<file path="config.mk">
export PLATFORM = sky130hd
export DESIGN_NAME = at_led_command_line_parser_top_flat
export DESIGN_NICKNAME = d
export VERILOG_FILES = /design/src/rtl/alcp_pkg.sv /design/src/rtl/alcp_if.sv /design/src/rtl/at_led_command_line_parser_top.sv /design/src/rtl/alcp_seq.sv /design/src/rtl/alcp_dp.sv /design/src/flat_wrapper.sv
export SDC_FILE = /design/constraint.sdc
export NUM_CORES = 1
export LEC_CHECK = 0
export BUFFER_PORTS_ARGS = -buffer_cell sky130_fd_sc_hd__buf_2
export CORE_MARGIN = 2
export CORE_UTILIZATION = 30
export CTS_BUF_LIST = sky130_fd_sc_hd__clkbuf_8
export DETAILED_ROUTE_END_ITERATION = 12
export GPL_ROUTABILITY_DRIVEN = 1
export HOLD_SLACK_MARGIN = 0.02
export PLACE_DENSITY_LB_ADDON = 0.1
export SYNTH_ARGS = -nofsm -noshare
export SYNTH_HDL_FRONTEND = slang
export SYNTH_SLANG_ARGS = --single-unit
</file>
<file path="constraint.sdc">
create_clock -name clk -period 3.8 [get_ports clk]
set_input_delay 0.57 -clock clk [delete_from_list [all_inputs] [get_ports clk]]
set_output_delay 0.57 -clock clk [all_outputs]
set_load 0.02 [all_outputs]
</file>
<file path="src/rtl/alcp_pkg.sv">
`timescale 1ns / 1ps

package alcp_pkg;

	localparam int LINE_DEPTH_DEF = 32;
	localparam int CMD_LEN        = 8;
	localparam int PC_W           = 6;

	localparam logic [7:0] CH_BS = 8'h08;
	localparam logic [7:0] CH_CR = 8'h0D;
	localparam logic [7:0] CH_LF = 8'h0A;

	// Microprogram entry points
	localparam logic [PC_W-1:0] PC_IDLE   = 6'd0;
	localparam logic [PC_W-1:0] PC_BS     = 6'd4;
	localparam logic [PC_W-1:0] PC_CR     = 6'd5;
	localparam logic [PC_W-1:0] PC_SCAN   = 6'd6;
	localparam logic [PC_W-1:0] PC_RESP   = 6'd8;
	localparam logic [PC_W-1:0] PC_OK_ON  = 6'd10;
	localparam logic [PC_W-1:0] PC_OFFCHK = 6'd16;
	localparam logic [PC_W-1:0] PC_OK_OFF = 6'd18;
	localparam logic [PC_W-1:0] PC_ERRCHK = 6'd24;
	localparam logic [PC_W-1:0] PC_ERR    = 6'd25;
	localparam logic [PC_W-1:0] PC_ECHO   = 6'd34;

	typedef enum logic [2:0] {
		COND_NEVER     = 3'd0,
		COND_ALWAYS    = 3'd1,
		COND_IS_BS     = 3'd2,
		COND_IS_CR     = 3'd3,
		COND_SCAN_DONE = 3'd4,
		COND_NOT_ON    = 3'd5,
		COND_NOT_OFF   = 3'd6,
		COND_ANY_OK    = 3'd7
	} cond_t;

	typedef enum logic [3:0] {
		ACT_NOP       = 4'd0,
		ACT_LATCH     = 4'd1,
		ACT_STORE     = 4'd2,
		ACT_DEC       = 4'd3,
		ACT_SCAN_INIT = 4'd4,
		ACT_CMP       = 4'd5,
		ACT_LED_ON    = 4'd6,
		ACT_LED_OFF   = 4'd7,
		ACT_CLEAR     = 4'd8
	} act_t;

	typedef enum logic [1:0] {
		SRC_NONE = 2'd0,
		SRC_LIT  = 2'd1,
		SRC_ECHO = 2'd2
	} src_t;

	typedef struct packed {
		logic            wait_in;
		cond_t           cond;
		logic [PC_W-1:0] target;
		act_t            act;
		src_t            src;
		logic            last;
		logic [7:0]      lit;
	} ucw_t;

	typedef struct packed {
		logic       fire;
		logic       wait_in;
		act_t       act;
		src_t       src;
		logic       last;
		logic [7:0] lit;
	} ctl_t;

	typedef struct packed {
		logic is_bs;
		logic is_cr;
		logic scan_done;
		logic on_ok;
		logic off_ok;
		logic out_free;
	} sts_t;

	function automatic logic [7:0] cmd_char(input logic [2:0] pos, input logic on);
		logic [7:0] c;
		case (pos)
			3'd0:    c = 8'h41; // A
			3'd1:    c = 8'h54; // T
			3'd2:    c = 8'h2B; // +
			3'd3:    c = 8'h4C; // L
			3'd4:    c = 8'h45; // E
			3'd5:    c = 8'h44; // D
			3'd6:    c = 8'h3D; // =
			default: c = on ? 8'h31 : 8'h30;
		endcase
		return c;
	endfunction

	function automatic logic [7:0] ok_char(input logic [2:0] pos);
		logic [7:0] c;
		case (pos)
			3'd0:    c = CH_CR;
			3'd1:    c = CH_LF;
			3'd2:    c = 8'h4F; // O
			3'd3:    c = 8'h4B; // K
			3'd4:    c = CH_CR;
			default: c = CH_LF;
		endcase
		return c;
	endfunction

	function automatic logic [7:0] err_char(input logic [3:0] pos);
		logic [7:0] c;
		case (pos)
			4'd0:    c = CH_CR;
			4'd1:    c = CH_LF;
			4'd2:    c = 8'h45; // E
			4'd3:    c = 8'h52; // R
			4'd4:    c = 8'h52; // R
			4'd5:    c = 8'h4F; // O
			4'd6:    c = 8'h52; // R
			4'd7:    c = CH_CR;
			default: c = CH_LF;
		endcase
		return c;
	endfunction

	function automatic ucw_t uc_step(input act_t act, input cond_t cond,
		input logic [PC_W-1:0] target);
		ucw_t w;
		w.wait_in = 1'b0;
		w.cond    = cond;
		w.target  = target;
		w.act     = act;
		w.src     = SRC_NONE;
		w.last    = 1'b0;
		w.lit     = 8'h00;
		return w;
	endfunction

	function automatic ucw_t uc_emit(input logic [7:0] lit);
		ucw_t w;
		w     = uc_step(ACT_NOP, COND_NEVER, PC_IDLE);
		w.src = SRC_LIT;
		w.lit = lit;
		return w;
	endfunction

	// Control store
	function automatic ucw_t ucode(input logic [PC_W-1:0] pc);
		ucw_t w;
		w = uc_step(ACT_NOP, COND_ALWAYS, PC_IDLE);
		case (pc) inside
			PC_IDLE: begin
				w         = uc_step(ACT_LATCH, COND_NEVER, PC_IDLE);
				w.wait_in = 1'b1;
			end
			6'd1:      w = uc_step(ACT_NOP, COND_IS_BS, PC_BS);
			6'd2:      w = uc_step(ACT_NOP, COND_IS_CR, PC_CR);
			6'd3:      w = uc_step(ACT_STORE, COND_ALWAYS, PC_ECHO);
			PC_BS:     w = uc_step(ACT_DEC, COND_ALWAYS, PC_ECHO);
			PC_CR:     w = uc_step(ACT_SCAN_INIT, COND_NEVER, PC_IDLE);
			PC_SCAN:   w = uc_step(ACT_NOP, COND_SCAN_DONE, PC_RESP);
			6'd7:      w = uc_step(ACT_CMP, COND_ALWAYS, PC_SCAN);
			PC_RESP:   w = uc_step(ACT_NOP, COND_NOT_ON, PC_OFFCHK);
			6'd9:      w = uc_step(ACT_LED_ON, COND_NEVER, PC_IDLE);
			[6'd10:6'd15]: w = uc_emit(ok_char(3'(pc - PC_OK_ON)));
			PC_OFFCHK: w = uc_step(ACT_NOP, COND_NOT_OFF, PC_ERRCHK);
			6'd17:     w = uc_step(ACT_LED_OFF, COND_NEVER, PC_IDLE);
			[6'd18:6'd23]: w = uc_emit(ok_char(3'(pc - PC_OK_OFF)));
			PC_ERRCHK: w = uc_step(ACT_CLEAR, COND_ANY_OK, PC_ECHO);
			[6'd25:6'd33]: w = uc_emit(err_char(4'(pc - PC_ERR)));
			PC_ECHO: begin
				w      = uc_step(ACT_NOP, COND_ALWAYS, PC_IDLE);
				w.src  = SRC_ECHO;
				w.last = 1'b1;
			end
			default:   w = uc_step(ACT_NOP, COND_ALWAYS, PC_IDLE);
		endcase
		return w;
	endfunction

endpackage

</file>
<file path="src/rtl/alcp_if.sv">
`timescale 1ns / 1ps

interface alcp_rx_if;
	logic       valid;
	logic       ready;
	logic [7:0] rx_byte;

	modport source (output valid, output rx_byte, input ready);
	modport sink (input valid, input rx_byte, output ready);
endinterface

interface alcp_tx_if;
	logic       valid;
	logic       ready;
	logic [7:0] tx_byte;
	logic       led_state;
	logic       last;

	modport source (output valid, output tx_byte, output led_state, output last, input ready);
	modport sink (input valid, input tx_byte, input led_state, input last, output ready);
endinterface

</file>
<file path="src/rtl/at_led_command_line_parser_top.sv">
`timescale 1ns / 1ps

// AT LED command line parser. Received bytes enter on rx, one transaction each;
// every byte produces a burst of tx transactions that ends with its echo (last = 1).
// Backspace drops the last stored character, carriage return checks the stored line
// against AT+LED=1 and AT+LED=0 (any prefix matches, so an empty line matches both)
// and answers CR LF OK CR LF per match, LED on first then off, or CR LF ERROR CR LF.
// led_state on each result is the LED drive after that byte. Characters past
// LINE_DEPTH are dropped but still echoed. Control is a microprogram of 35
// control words stepped one per cycle, except that a step holds while it waits
// for input or while the output register is still full under tx back-pressure.
// A carriage return compares at most 10 stored characters through the single
// buffer read port.
// The line buffer needs no clearing after reset; only stored entries are read.
module at_led_command_line_parser_top #(
	parameter int LINE_DEPTH = alcp_pkg::LINE_DEPTH_DEF
) (
	input logic     clk,
	input logic     arst_n,
	alcp_rx_if.sink   rx,
	alcp_tx_if.source tx
);
	import alcp_pkg::*;

	ctl_t ctl;
	sts_t sts;

	// input is taken only at the idle step of the microprogram
	assign rx.ready = ctl.wait_in;

	alcp_seq u_seq (
		.clk      (clk),
		.arst_n   (arst_n),
		.in_valid (rx.valid),
		.sts      (sts),
		.ctl      (ctl)
	);

	// datapath: line buffer, length, compare flags, LED, output register
	alcp_dp #(
		.LINE_DEPTH (LINE_DEPTH)
	) u_dp (
		.clk       (clk),
		.arst_n    (arst_n),
		.ctl       (ctl),
		.rx_byte   (rx.rx_byte),
		.out_ready (tx.ready),
		.sts       (sts),
		.out_valid (tx.valid),
		.tx_byte   (tx.tx_byte),
		.led_state (tx.led_state),
		.last      (tx.last)
	);

endmodule

</file>
<file path="src/rtl/alcp_seq.sv">
`timescale 1ns / 1ps

module alcp_seq (
	input  logic          clk,
	input  logic          arst_n,
	input  logic          in_valid,
	input  alcp_pkg::sts_t sts,
	output alcp_pkg::ctl_t ctl
);
	import alcp_pkg::*;

	logic [PC_W-1:0] pc_q;
	ucw_t            cw;
	logic            stall;
	logic            take;

	assign cw = ucode(pc_q);

	// hold on missing input or a full output slot
	assign stall = (cw.wait_in && !in_valid) || ((cw.src != SRC_NONE) && !sts.out_free);

	always_comb begin
		case (cw.cond)
			COND_NEVER:     take = 1'b0;
			COND_ALWAYS:    take = 1'b1;
			COND_IS_BS:     take = sts.is_bs;
			COND_IS_CR:     take = sts.is_cr;
			COND_SCAN_DONE: take = sts.scan_done;
			COND_NOT_ON:    take = !sts.on_ok;
			COND_NOT_OFF:   take = !sts.off_ok;
			COND_ANY_OK:    take = sts.on_ok || sts.off_ok;
			default:        take = 1'b0;
		endcase
	end

	always_ff @(posedge clk or negedge arst_n) begin
		if (!arst_n) begin
			pc_q <= PC_IDLE;
		end else if (!stall) begin
			pc_q <= take ? cw.target : pc_q + 6'd1;
		end
	end

	assign ctl.fire    = !stall;
	assign ctl.wait_in = cw.wait_in;
	assign ctl.act     = cw.act;
	assign ctl.src     = cw.src;
	assign ctl.last    = cw.last;
	assign ctl.lit     = cw.lit;

endmodule

</file>
<file path="src/rtl/alcp_dp.sv">
`timescale 1ns / 1ps

module alcp_dp #(
	parameter int LINE_DEPTH = alcp_pkg::LINE_DEPTH_DEF
) (
	input  logic           clk,
	input  logic           arst_n,
	input  alcp_pkg::ctl_t ctl,
	input  logic [7:0]     rx_byte,
	input  logic           out_ready,
	output alcp_pkg::sts_t sts,
	output logic           out_valid,
	output logic [7:0]     tx_byte,
	output logic           led_state,
	output logic           last
);
	import alcp_pkg::*;

	localparam int IW = $clog2(LINE_DEPTH);
	localparam int LW = $clog2(LINE_DEPTH + 1);

	logic [7:0]    mem [LINE_DEPTH];
	logic [7:0]    rd_q;
	logic [7:0]    rx_q;
	logic [LW-1:0] len_q;
	logic [LW-1:0] idx_q;
	logic          on_q;
	logic          off_q;
	logic          led_q;
	logic          ovalid_q;
	logic [7:0]    obyte_q;
	logic          oled_q;
	logic          olast_q;

	logic          wr_en;
	logic          in_cmd;
	logic          at_nul;
	logic          hit_on;
	logic          hit_off;
	logic [7:0]    exp_on;
	logic [7:0]    exp_off;
	logic          do_emit;

	assign wr_en   = ctl.fire && (ctl.act == ACT_STORE) && (len_q < LW'(LINE_DEPTH));
	assign do_emit = ctl.fire && (ctl.src != SRC_NONE);

	// line positions past the command compare with NUL, then always miss
	assign in_cmd  = idx_q < LW'(CMD_LEN);
	assign at_nul  = idx_q == LW'(CMD_LEN);
	assign exp_on  = in_cmd ? cmd_char(idx_q[2:0], 1'b1) : 8'h00;
	assign exp_off = in_cmd ? cmd_char(idx_q[2:0], 1'b0) : 8'h00;
	assign hit_on  = (in_cmd || at_nul) && (rd_q == exp_on);
	assign hit_off = (in_cmd || at_nul) && (rd_q == exp_off);

	always_ff @(posedge clk) begin
		if (wr_en) begin
			mem[len_q[IW-1:0]] <= rx_q;
		end
		rd_q <= mem[idx_q[IW-1:0]];
	end

	always_ff @(posedge clk) begin
		if (ctl.fire && (ctl.act == ACT_LATCH)) begin
			rx_q <= rx_byte;
		end
		if (do_emit) begin
			obyte_q <= (ctl.src == SRC_ECHO) ? rx_q : ctl.lit;
			oled_q  <= led_q;
			olast_q <= ctl.last;
		end
	end

	always_ff @(posedge clk or negedge arst_n) begin
		if (!arst_n) begin
			len_q <= '0;
			idx_q <= '0;
			on_q  <= 1'b0;
			off_q <= 1'b0;
			led_q <= 1'b0;
		end else if (ctl.fire) begin
			case (ctl.act)
				ACT_STORE: begin
					if (len_q < LW'(LINE_DEPTH)) begin
						len_q <= len_q + LW'(1);
					end
				end
				ACT_DEC: begin
					if (len_q != '0) begin
						len_q <= len_q - LW'(1);
					end
				end
				ACT_SCAN_INIT: begin
					idx_q <= '0;
					on_q  <= 1'b1;
					off_q <= 1'b1;
				end
				ACT_CMP: begin
					idx_q <= idx_q + LW'(1);
					on_q  <= on_q && hit_on;
					off_q <= off_q && hit_off;
				end
				ACT_LED_ON:  led_q <= 1'b1;
				ACT_LED_OFF: led_q <= 1'b0;
				ACT_CLEAR:   len_q <= '0;
				default: begin
				end
			endcase
		end
	end

	always_ff @(posedge clk or negedge arst_n) begin
		if (!arst_n) begin
			ovalid_q <= 1'b0;
		end else if (do_emit) begin
			ovalid_q <= 1'b1;
		end else if (out_ready) begin
			ovalid_q <= 1'b0;
		end
	end

	assign sts.is_bs     = rx_q == CH_BS;
	assign sts.is_cr     = rx_q == CH_CR;
	assign sts.scan_done = (idx_q == len_q) || (!on_q && !off_q);
	assign sts.on_ok     = on_q;
	assign sts.off_ok    = off_q;
	assign sts.out_free  = !ovalid_q || out_ready;

	assign out_valid = ovalid_q;
	assign tx_byte   = obyte_q;
	assign led_state = oled_q;
	assign last      = olast_q;

	a_len_range: assert property (@(posedge clk) disable iff (!arst_n)
		len_q <= LW'(LINE_DEPTH))
		else $error("line length beyond buffer depth");

	a_no_overwrite: assert property (@(posedge clk) disable iff (!arst_n)
		do_emit |-> (!ovalid_q || out_ready))
		else $error("emit over a pending transaction");

	a_cmp_in_line: assert property (@(posedge clk) disable iff (!arst_n)
		(ctl.fire && ctl.act == ACT_CMP) |-> (idx_q < len_q))
		else $error("compare beyond stored line");

	a_led_hold: assert property (@(posedge clk) disable iff (!arst_n)
		!(ctl.fire && (ctl.act == ACT_LED_ON || ctl.act == ACT_LED_OFF)) |=> $stable(led_q))
		else $error("LED changed outside a command");

endmodule

</file>
<file path="src/flat_wrapper.sv">
// flat-port wrapper written by rule: the top's interface ports become plain ports
module at_led_command_line_parser_top_flat import alcp_pkg::*;
#(
	parameter int LINE_DEPTH = alcp_pkg::LINE_DEPTH_DEF
)
  (clk, arst_n, rx_valid, rx_rx_byte, rx_ready, tx_valid, tx_tx_byte, tx_led_state, tx_last, tx_ready);
  alcp_rx_if rx_i ();
  alcp_tx_if tx_i ();
  input logic clk;
  input logic arst_n;
  input wire logic [$bits(rx_i.valid)-1:0] rx_valid;
  input wire logic [$bits(rx_i.rx_byte)-1:0] rx_rx_byte;
  output wire logic [$bits(rx_i.ready)-1:0] rx_ready;
  output wire logic [$bits(tx_i.valid)-1:0] tx_valid;
  output wire logic [$bits(tx_i.tx_byte)-1:0] tx_tx_byte;
  output wire logic [$bits(tx_i.led_state)-1:0] tx_led_state;
  output wire logic [$bits(tx_i.last)-1:0] tx_last;
  input wire logic [$bits(tx_i.ready)-1:0] tx_ready;
  assign rx_i.valid = rx_valid;
  assign rx_i.rx_byte = rx_rx_byte;
  assign rx_ready = rx_i.ready;
  assign tx_valid = tx_i.valid;
  assign tx_tx_byte = tx_i.tx_byte;
  assign tx_led_state = tx_i.led_state;
  assign tx_last = tx_i.last;
  assign tx_i.ready = tx_ready;
  at_led_command_line_parser_top #(.LINE_DEPTH(LINE_DEPTH)) u_core (.clk(clk), .arst_n(arst_n), .rx(rx_i), .tx(tx_i));
endmodule
</file>
Yosys cells after proc, flatten, opt, wreduce, memory -nomap -nowiden:

Memory sizes are Yosys's and may differ from the RTL's. A register that Yosys moved wholly into a read port is not among the register bits.
Cells that the tools add are included.

* latch bits: 0
* input port bits: 12
* logic and storage cells: 158
* memory bits (writable): 256
* output and inout bits: 12
* memory bits (read-only): 48
* register bits after elaboration: 40
* memories kept: 2

* divide/modulo/power cells: 0
* bitwise gates (word level): 1
* magnitude comparators: 8
* $mul: 0
* mux-type cells: 38
* shift operators: 0
* add/sub/neg operators: 7
* reduce and logical (&&, ||, !) cells: 42
* eq/ne operators: 49

Memories
* u_core.u_dp.mem: words 32, width 8, rd ports 1, clocked after Yosys merged registers in 1, write ports 1, line alcp_dp.sv:22 `logic [7:0] mem [LINE_DEPTH];`
* (no name shown): words 8, width 6, rd ports 1, clocked after Yosys merged registers in 0, write ports 0, line alcp_pkg.sv:113 `case (pos)`

Operator list (count)
* $mux 25: 16
* $pmux 7 s7: 2
* $pmux 7 s3: 2
* $mux 8: 4
* $eq 3x3->1 const B: 9
* $eq 3x2->1 const B: 8
* $eq 6x3->1 const B: 4
* $add 6x1->6 const B: 3
* $eq 6x4->1 const B: 3
* $eq 6x5->1 const B: 3
* $mux 6: 3
* $pmux 6 s3: 1
* $eq 4x3->1 const B: 4
* $eq 8x4->1 const B: 2
* $eq 8x8->1: 2
* $reduce_or 16->1: 1
* $logic_and 1x1->1: 14
* $eq 6x2->1 const B: 2
* $ge 6x5->1 const B: 2
* $logic_not 3->1: 4
* $pmux 6 s2: 1
* $mux 11: 1
* $eq 4x2->1 const B: 2
* $pmux 1 s8: 1
* other kinds (30): 51

Depth between registers and ports, before layout:

Gate-level depths: netlist of the first run.
An unclocked memory read counts as a cell.

* depth after elaboration: 27
* gate-level depth with buffers: 14
* mapped depth without buffers: 12

Hierarchy:

Synthesis of the first run repeated with hierarchy kept, for this count alone.

* cells, all modules: 806
* area total of the unflattened synthesis: 13476.7 um^2

By module, submodules not included
* alcp_dp: sequential area each 8788.4 um^2, instances 1, cells an instance 620, area an instance 12089.1 um^2
* alcp_seq: sequential area each 150.1 um^2, instances 1, cells an instance 186, area an instance 1387.6 um^2

Worst setup path before layout of the first run:

Ideal clock, no wire load.

* path kind: reg-to-reg
* start point: register u_core.u_seq.pc_q[0]
* end point: register u_core.u_seq.pc_q[3]
* stages on the path, launching flop included: 12
* data required time: 3679 ps
* setup slack: 412 ps
* library setup time: 121 ps
* arrival time: 3267 ps
* cell sequence: dfrtp_1 clkbuf_1 inv_1 ha_1 clkbuf_1 o311a_1 nand2b_4 o41a_2 mux2_4 nor3_4 mux2_1 o22a_1

* cells in the longest elaborated chain, start to end: 21
* elaborated cells between the ends (all ways): 55

RTL lines
* start, declared: line alcp_seq.sv:12 `logic [PC_W-1:0] pc_q;`
* start signal, assigned: line alcp_seq.sv:40 `pc_q <= take ? cw.target : pc_q + 6'd1;`
* $ge 6x5->1 (implied by the code) (tied with other cells): line alcp_seq.sv:17 `assign cw = ucode(pc_q);`
* $logic_and 1x1->1 (implied by the code) or $mux 11 (tied branches): line alcp_seq.sv:17, alcp_pkg.sv:152
* $mux 25 (16 in a row): line alcp_pkg.sv:152 `case (pc) inside`
* $eq 3x3->1 (tied with other cells): line alcp_seq.sv:23 `case (cw.cond)`
* $pmux 1 s8 or $logic_and 1x1->1 (tied branches): line alcp_seq.sv:23, alcp_seq.sv:20
* $mux 6 or $logic_or 1x1->1 (tied branches): line alcp_seq.sv:40, alcp_seq.sv:20

Parallel ways exist; a longest one is shown, timed or not.
A chain may end at the register's enable or synchronous reset.

Worst setup path after layout of the first run:

* start point: register u_core.u_seq.pc_q[2]
* end point: register u_core.u_dp.len_q[5]

* cells in the longest elaborated chain, start to end: 23
* elaborated cells between the ends (all ways): 53

RTL lines
* $ge 6x5->1 (implied by the code) (tied with other cells): line alcp_seq.sv:17
* $logic_and 1x1->1 (implied by the code) or $mux 11 (tied branches): line alcp_seq.sv:17, alcp_pkg.sv:152
* $mux 25 (15 in a row): line alcp_pkg.sv:152
* $mux 25 *: line alcp_pkg.sv:152
* $reduce_bool 2->1: line alcp_seq.sv:20 `assign stall = (cw.wait_in && !in_valid) || ((cw.src != SRC_NONE) && !sts.out_free);`
* $logic_and 1x1->1: line alcp_seq.sv:20
* $logic_or 1x1->1: line alcp_seq.sv:20
* $not 1->1 (no source line)
* $reduce_and 4->1 (no source line)
* end signal, assigned: line alcp_dp.sv:84 `len_q <= len_q + LW'(1);`
* end signal, assigned: line alcp_dp.sv:89 `len_q <= len_q - LW'(1);`
* end, declared: line alcp_dp.sv:25 `logic [LW-1:0] len_q;`

Every way passes the cells marked *; elsewhere a longest branch is shown, timed or not.

==> results of run 1 <==
==> power by group through the flow <==
stage          registers [mW]  clock network (mW)  logic, mW
2_1_floorplan            4.43                   0       2.30
3_3_place_gp             4.44                   0       3.33
3_5_place_dp             4.45                   0       3.35
4_1_cts                  4.38                2.77       3.36
5_1_grt                  4.41                2.92       3.61
6_report                 4.37                2.67       3.31
==> critical path, stage by stage, from the launching register on <==
cell     delay (ns)
dfrtp_1        0.66
nor4b_2        0.56
nand2_1        0.26
inv_1          0.24
ha_1           0.27
a21o_1         0.18
a21o_1         0.19
a21o_1         0.18
a21oi_1        0.23
xnor2_1        0.11
or4_1          0.46
o21ai_0        0.08
==> cells in the final DEF, fill, tap and decap left out, types with 20 or more instances in the layout <==
cell type and count:
buf_2 23, clkbuf_8 54, nand2_1 36, buf_4 55, mux4_2 80, nor2_1 64, o21ai_0 25, inv_1 35
dfrtp_1 20, edfxtp_1 274
==> flip-flops by register name (all words and copies together), names as in the netlist, 6 cells and up <==
signal / count
u_core.u_dp.mem: 256
u_core.u_dp.rd_q: 8
u_core.u_dp.rx_q: 8
u_core.u_dp.tx_byte: 8
u_core.u_dp.idx_q: 6
u_core.u_dp.len_q: 6
u_core.u_seq.pc_q: 6
==> routing by layer <==
layer | vias up | wire length [µm] | track usage (%)
li1 | 3343 | - | -
met3 | 70 | 1680 | 3.37
met5 | - | 0 | 0
met2 | 176 | 16600 | 24.4
met4 | 0 | 1400 | 6.74
met1 | 3904 | 15100 | 20.0
==> path summary, 6_finish.rpt <==
path	endpoint	slack, ns	cells after the start
min in group asynchronous	u_core.u_seq.pc_q[1]	0.46	2
max in group asynchronous	u_core.u_dp.idx_q[0]	2.87	2
worst min-delay path	u_core.u_dp.rx_q[1]	0.1	1
worst min register to register	u_core.u_dp.led_state	0.50	0
worst max register to register	u_core.u_dp.len_q[5]	0.28	11
worst max-delay path	u_core.u_dp.len_q[5]	0.28	11
==> logic make-up after synthesis <==
kind of cell,count (synthesis),share of synthesized area [%]
DFF,304,67.0
and+or+nand+nor,190,7.44
buffers and inverters,65,2.20
muxes,95,14.8
AOI/OAI and AO/OA,100,5.38
xor gates and xnor gates,19,1.25
adders and majority gates,20,1.91
==> metrics by stage <==
step / std cells / utilization [%] / area, µm² / setup slack (ns) / power [mW]
floorplan: 793 / - / 13300 / 0.412 / 6.73
global placement: 1418 / 32.7 / 14400 / 0.339 / 7.77
detailed placement: 1418 / 32.7 / 14400 / 0.296 / 7.80
CTS: 1514 / 34.8 / 15300 / 0.278 / 10.5
global route: 1514 / 34.8 / 15300 / 0.0185 / 10.9
finish: 1514 / 34.8 / 15300 / 0.283 / 10.4
==> area by class of cell <==
cell class	instances	area, µm²	share of cell area, %
Tap cell	592	741	4.83
Clock buffer	54	743	4.85
Sequential cell	304	8940	58.3
Timing Repair Buffer	80	558	3.64
Multi-Input combinational cell	424	4100	26.8
Inverter	19	71.3	0.465
Clock inverter	41	173	1.13
==> flow_summary.yaml, run 1 <==
outcome:
  status: "finished, final reports clean"
floorplan:
  fp.dieW_um: 215
  start_util_pct: 30.3
  io_pins: 24
  fp-row-count: 77
  die-height_um: 215
  fp.coreArea_um2: 44000
  dieArea_um2: 46200
placed_design:
  dpl.hpwl_um: 21900
  gp_congestion: 0.833
  port_buffers: 23
worst_hold_path:
  hp-class: "input pin to flip-flop"
  hp-start: "rx_rx_byte[1]"
routing:
  dr.pass1.iters: 5
  avgViaCountPerCell: 4.95
  wirelength_um: 34800
  drt_iter0_markers: 631
  route.detailed.drc: 0
  post_drt_wl_per_cell_um: 23.0
  vias: 7493
  detail-route-antenna-nets: 0
logic_synthesis:
  syn_inst: 793
  synth_seq_cells: 304
  synth_common_cells: "274 x edfxtp_1, 80 x mux4_2, 64 x nor2_1"
  synth_area_leader_cell: "edfxtp_1"
  syn-num-nets: 824
  netlist_area_um2: 13300
  yosysTopAreaCellShare_pct: 61.7
  yosysWarnings: 0
  yosysMostFrequentCell: "edfxtp_1"
  synth_flop_cell: "edfxtp_1"
  synth-async-reset-ratio_pct: 7.24
  synth.distinct_cells: 77
  yosys-top-cells-area: "edfxtp_1 62%, mux4_2 14%, dfrtp_1 4.1%"
  syn_avg_cell_area_um2: 16.8
  synth_enable_flop_cells: 274
  seq_area_frac_synth_pct: 67.0
sta:
  timing.fmax_ghz: 0.284
  tightest_slew_ns: 0.862
  setup_viol: 0
  slew_viol_final: 0
  slew_headroom_pct: 42.5
  fin_setup_tns_ns: 0
  fin_crit_sh_pct: 92.6
  fin_skew_ns: 0.0381
  fin_hold_ws_ns: 0.0970
  rsz0062_at_grt: "false"
  fin_crit_ns: 3.52
  finalHoldViolCount: 0
cts:
  insertion_delay_ns: 0.65
  postCtsSetupBuffers: 0
  cts_hold_buf: 1
  clkSinkCount: 304
  numCtsBuffers: 54
  clkSlewWorstSetupHoldPaths_ns: 0.06
  root_buffer: "clkbuf_8"
  cts.path.max_buffers: 3
  cts_resized: 0
  tritoncts: "built"
  htree_levels: 2
worst_setup_path:
  worstReg2RegStart: "u_core.u_seq.pc_q[2]"
  worstPathArrival_ns: 4.08
  crit_fanout: 15
  cp-start-kind: "flip-flop"
  cp-end-kind: "flip-flop"
  crit_start: "u_core.u_seq.pc_q[2]"
  crit_required_ns: 4.36
  critPathKind: "flip-flop to flip-flop"
grt:
  antenna_found_initial: 0
  grt_pass1_wl_um: 52100
  track_usage_pct: 15.3
  grt_pass1_vias: 7918
  gr-total-overflow: 0
  grt_max_degree: 45
pwr:
  switchingPower_mw: 3.62
  p_sw_share_pct: 35.0
  p_clk_share_pct: 25.8
  p_leak_nw: 5.13
  p_int_mw: 6.74
  pwr-share-comb_pct: 32.0
  sequentialPowerShare_pct: 42.2
  ir_drop_mv: 0.372
  powerDensity_nw_per_um2: 675
finish:
  n_fill_cell: 4251
  fin_nets: 914
  area_growth_pct: 15.0
  diodes: 0
  drive_gt1_share_pct: 27.1
run:
  cap_violations: 0
Note: power is estimated with default switching activity, not from simulation.
==> run 2, diff against run 1 <==
--- a/config.mk
+++ b/config.mk
@@ -8,3 +8,2 @@
 export BUFFER_PORTS_ARGS = -buffer_cell sky130_fd_sc_hd__buf_2
-export CORE_MARGIN = 2
 export CORE_UTILIZATION = 30
==> constraint.sdc (replaced) <==
create_clock -name clk -period 3.8 [get_ports clk]
set_input_delay 0.76 -clock clk [delete_from_list [all_inputs] [get_ports clk]]
set_output_delay 0.76 -clock clk [all_outputs]
set_load 0.02 [all_outputs]
==> flow_summary.yaml, run 2 (same netlist as run 1, synthesis figures left out) <==
floorplan:
  fp-row-count: 76
  start_util_pct: 30.7
  fp.coreArea_um2: 43500
  fp.dieW_um: 213
  die-height_um: 213
  dieArea_um2: 45300
  io_pins: 24
worst_setup_path:
  path_depth: 10
  crit_chain: "inv_1 -> ha_1 -> nor2_1 -> or4_4 -> or4_1 -> mux2i_2 -> nor3_4 -> buf_4 -> a2111oi_1 -> a211oi_1"
  cp-end-kind: "flip-flop"
  worstPathArrival_ns: 3.86
  crit_fanout: 13
  worstReg2RegStart: "u_core.u_seq.pc_q[0]"
  rr_endpoint: "u_core.u_seq.pc_q[4]"
  crit_path_end: "u_core.u_seq.pc_q[4]"
  cpPeakStageDelay_ns: 0.57
  crit_required_ns: 4.26
  path_buf_inv: 2
  cp_top_family: "simple AND/OR/NAND/NOR gates"
  cp-start-kind: "flip-flop"
  ff2ff_setup_slack_ns: 0.40
  critPathKind: "flip-flop to flip-flop"
  worstRegToRegCells: 10
  cpMaxStageDelayCell: "or4_4"
  crit_start: "u_core.u_seq.pc_q[0]"
pwr:
  pwr-share-comb_pct: 31.1
  powerDensity_nw_per_um2: 689
  p_clk_share_pct: 27.3
  switchingPower_mw: 3.62
  p_int_mw: 6.99
  ir_drop_mv: 0.342
  p_sw_share_pct: 34.1
  p_leak_nw: 5.17
  sequentialPowerShare_pct: 41.6
sta:
  setup_viol: 0
  tightest_slew_ns: 0.883
  fin_crit_sh_pct: 89.5
  fin_crit_ns: 3.40
  fin_hold_ws_ns: 0.141
  finalHoldViolCount: 0
  fin_setup_tns_ns: 0
  rsz0062_at_grt: "false"
  timing.fmax_ghz: 0.294
  fin_skew_ns: 0.0359
  slew_headroom_pct: 41.1
  slew_viol_final: 0
placed_design:
  placedCellCount: 1409
  dpl.hpwl_um: 22200
  port_buffers: 23
  gp_congestion: 0.819
grt:
  gr-total-overflow: 0
  grt_pass1_vias: 7742
  antenna_found_initial: 0
  grt_pass1_wl_um: 50900
  grt_max_degree: 41
  track_usage_pct: 15.7
run:
  cap_violations: 0
finish:
  largest_reg_flops: 256
  fin_util_pct: 35.4
  n_fill_cell: 4132
  drive_gt1_share_pct: 27.6
  final_common_cell: "edfxtp_1"
  area_growth_pct: 15.5
  fin_nets: 909
  fin_cells: 1501
  mostFrequentLayoutCells: "274 x edfxtp_1, 80 x mux4_2, 64 x nor2_1, 53 x clkbuf_8, 53 x buf_4"
  diodes: 0
routing:
  avgViaCountPerCell: 4.94
  dr.pass1.iters: 5
  detail-route-antenna-nets: 0
  post_drt_wl_per_cell_um: 22.8
  vias: 7415
  wirelength_um: 34200
  drt_iter0_markers: 472
  route.detailed.drc: 0
cts:
  cts.path.max_buffers: 3
  clkSinkCount: 304
  clkSlewWorstSetupHoldPaths_ns: 0.05
  insertion_delay_ns: 0.63
  htree_levels: 2
  numCtsBuffers: 52
  root_buffer: "clkbuf_8"
  tritoncts: "built"
worst_hold_path:
  hp-class: "input pin to asynchronous set/reset pin"
outcome:
  status: "finished, final reports clean"
-- run 2: cell count changes in the layout (fill, tap and decap cells not counted), sizes merged --
| cell | before | now |
|---|---|---|
| bufinv | 0 | 4 |
| buf | 79 | 77 |
| clkinv | 22 | 20 |
| clkinvlp | 2 | 0 |
| inv | 36 | 34 |
| clkbuf | 54 | 53 |
| dlygate4sd3 | 1 | 0 |
-- run 2: area by class of cell --
type / count / area, µm² / area share, %
timing repair buffer: 77 / 533 / 3.46
inverter: 19 / 71.3 / 0.463
multi-input combinational: 424 / 4110 / 26.7
clock inverter: 39 / 285 / 1.85
tap: 585 / 732 / 4.75
sequential: 304 / 8940 / 58.1
clock buffer: 53 / 729 / 4.74
-- run 2: timing repair --
action	4_1_cts	5_1_grt
hold buffers	0	0
endpoints found under the setup margin	0	1
resized for setup	0	2
buffers inserted	0	0
-- run 2: per-stage QoR --
stage / total power [mW] / setup WS (ns) / cell area [µm²]
after CTS: 10.8 / 0.247 / 15400
after global placement: 7.80 / 0.345 / 14400
after detailed placement: 7.82 / 0.364 / 14400
after floorplan: 6.73 / 0.412 / 13300
final: 10.6 / 0.397 / 15400
after global routing: 11.2 / 0.0679 / 15400
-- run 2: power groups by stage --
stage | registers, mW | clock network (mW) | logic, mW
finish | 4.41 | 2.90 | 3.30
CTS | 4.42 | 3.00 | 3.35
detailed placement | 4.49 | 0 | 3.33
floorplan | 4.43 | 0 | 2.30
global placement | 4.48 | 0 | 3.32
global route | 4.46 | 3.13 | 3.61
-- run 2: layer usage --
layer / GRT usage (%) / wire (µm)
met4: 7.84 / 1370
met5: 0 / 0
met1: 20.4 / 15000
met2: 25.0 / 16400
met3: 3.03 / 1390
-- run 2: worst min-delay path by stage --
stage,to,slack [ns],cells after the start
floorplan,u_core.u_dp.led_state,0.44,0
global placement,u_core.u_dp.led_state,0.54,0
detailed placement,u_core.u_dp.led_state,0.53,0
CTS,u_core.u_dp.len_q[3],0.11,1
global route,u_core.u_dp.len_q[4],0.13,1
finish,u_core.u_dp.len_q[3],0.14,1
-- run 2: worst reg2reg max path, cell delays in order, from the launching register on --
cell       delay [ns]
dfrtp_1          0.45
inv_1            0.17
ha_1             0.42
nor2_1           0.20
or4_4            0.57
or4_1            0.50
mux2i_2          0.22
nor3_4           0.06
buf_4            0.18
a2111oi_1        0.43
a211oi_1         0.08
==> run 3, diff against run 2 <==
BUFFER_PORTS_ARGS = -buffer_cell sky130_fd_sc_hd__clkbuf_2   (was -buffer_cell sky130_fd_sc_hd__buf_2)
HOLD_SLACK_MARGIN = not set   (was 0.02)
==> flow_summary.yaml, run 3 (same netlist as run 1, synthesis figures left out) <==
finish:
  fin_nets: 909
  area_growth_pct: 15.2
  diodes: 0
  drive_gt1_share_pct: 27.5
  final_common_cell: "edfxtp_1"
  largest_reg_flops: 256
  n_fill_cell: 4134
  mostFrequentLayoutCells: "274 x edfxtp_1, 80 x mux4_2, 64 x nor2_1, 53 x clkbuf_8, 53 x buf_4"
floorplan:
  start_util_pct: 30.7
  fp.coreArea_um2: 43500
  fp.dieW_um: 213
  fp-row-count: 76
  dieArea_um2: 45300
  die-height_um: 213
  io_pins: 24
run:
  cap_violations: 0
cts:
  numCtsBuffers: 52
  cts_resized: 0
  clkSlewWorstSetupHoldPaths_ns: 0.07
  insertion_delay_ns: 0.64
  cts_hold_buf: 0
  cts.path.max_buffers: 3
  postCtsSetupBuffers: 0
  tritoncts: "built"
  htree_levels: 2
  clkSinkCount: 304
  root_buffer: "clkbuf_8"
placed_design:
  dpl.hpwl_um: 21900
  port_buffers: 23
  gp_congestion: 0.842
  place_ws_ns: 0.365
pwr:
  sequentialPowerShare_pct: 41.8
  switchingPower_mw: 3.61
  p_clk_share_pct: 26.6
  p_int_mw: 6.86
  pwr-share-comb_pct: 31.6
  power.total_mw: 10.5
  p_leak_nw: 5.17
  powerDensity_nw_per_um2: 681
  ir_drop_mv: 0.264
  p_sw_share_pct: 34.5
worst_setup_path:
  crit_required_ns: 4.29
  rr_endpoint: "u_core.u_seq.pc_q[2]"
  cpMaxStageDelayCell: "or4_4"
  worstRegToRegCells: 10
  path_buf_inv: 2
  cp_top_family: "simple AND/OR/NAND/NOR gates"
  critPathKind: "flip-flop to flip-flop"
  worstPathArrival_ns: 3.99
  cpPeakStageDelay_ns: 0.57
  crit_chain: "buf_4 -> ha_1 -> nor2_1 -> or4_4 -> or4_1 -> mux2i_2 -> nor3_4 -> buf_4 -> a22o_1 -> a211oi_1"
  worstReg2RegStart: "u_core.u_seq.pc_q[0]"
  ff2ff_setup_slack_ns: 0.30
  cp-start-kind: "flip-flop"
  path_common_cell: "buf_4"
  crit_fanout: 14
  cp-end-kind: "flip-flop"
routing:
  dr.pass1.iters: 5
  post_drt_wl_per_cell_um: 22.3
  drt_iter0_markers: 475
  wirelength_um: 33500
  route.detailed.drc: 0
  detail-route-antenna-nets: 0
  vias: 7436
  avgViaCountPerCell: 4.94
worst_hold_path:
  hp-class: "input pin to asynchronous set/reset pin"
grt:
  grt_pass1_wl_um: 51200
  grt_max_degree: 43
  antenna_found_initial: 0
  grt_pass1_vias: 8002
  gr-total-overflow: 0
  track_usage_pct: 15.6
sta:
  fin_crit_ns: 3.50
  tightest_slew_ns: 1.10
  fin_hold_ws_ns: 0.134
  setup_slack_ns: 0.295
  slew_headroom_pct: 26.8
  rsz0062_at_grt: "false"
  finalHoldViolCount: 0
  fin_crit_sh_pct: 92.2
  fin_setup_tns_ns: 0
  setup_viol: 0
  timing.fmax_ghz: 0.285
  slew_viol_final: 0
  fin_skew_ns: 0.0535
outcome:
  status: "finished, final reports clean"
-- run 3: layout make-up --
| type | instances | area (µm²) | share of cell area [%] |
|---|---|---|---|
| inverters | 19 | 71.3 | 0.464 |
| clock buffers | 53 | 729 | 4.75 |
| well taps | 585 | 732 | 4.77 |
| multi-input cells | 424 | 4100 | 26.7 |
| clock inverters | 42 | 248 | 1.61 |
| flip-flops and latches | 304 | 8940 | 58.2 |
| repair buffers | 77 | 533 | 3.47 |
-- run 3: how the worst max path moves through the flow --
stage,startpoint,endpoint,depth (start not counted)
2_1_floorplan,u_core.u_seq.pc_q[0],u_core.u_seq.pc_q[3],11
3_3_place_gp,u_core.u_seq.pc_q[0],u_core.u_seq.pc_q[2],10
3_5_place_dp,u_core.u_seq.pc_q[0],u_core.u_seq.pc_q[2],10
4_1_cts,u_core.u_seq.pc_q[0],u_core.u_seq.pc_q[2],10
5_1_grt,u_core.u_seq.pc_q[2],u_core.u_dp.len_q[5],11
6_report,u_core.u_seq.pc_q[0],u_core.u_seq.pc_q[2],10
-- run 3: routing by layer --
metal / wire length, µm / global-route usage, %
met4: 1090 / 6.72
met5: 0 / 0
met1: 14900 / 20.6
met2: 16300 / 25.3
met3: 1300 / 2.77
-- run 3: metrics by stage --
step / std cells / instance area [µm²] / utilization (%)
floorplan: 793 / 13300 / -
global route: 1504 / 15400 / 35.3
global placement: 1409 / 14400 / 33.1
CTS: 1504 / 15400 / 35.3
detailed placement: 1409 / 14400 / 33.1
finish: 1504 / 15400 / 35.3
-- run 3: power groups by stage --
stage	logic, mW	clock network (mW)	registers, mW
2_1_floorplan	2.30	0	4.43
3_3_place_gp	3.33	0	4.44
3_5_place_dp	3.36	0	4.45
4_1_cts	3.37	2.89	4.38
5_1_grt	3.63	3.04	4.42
6_report	3.31	2.78	4.38
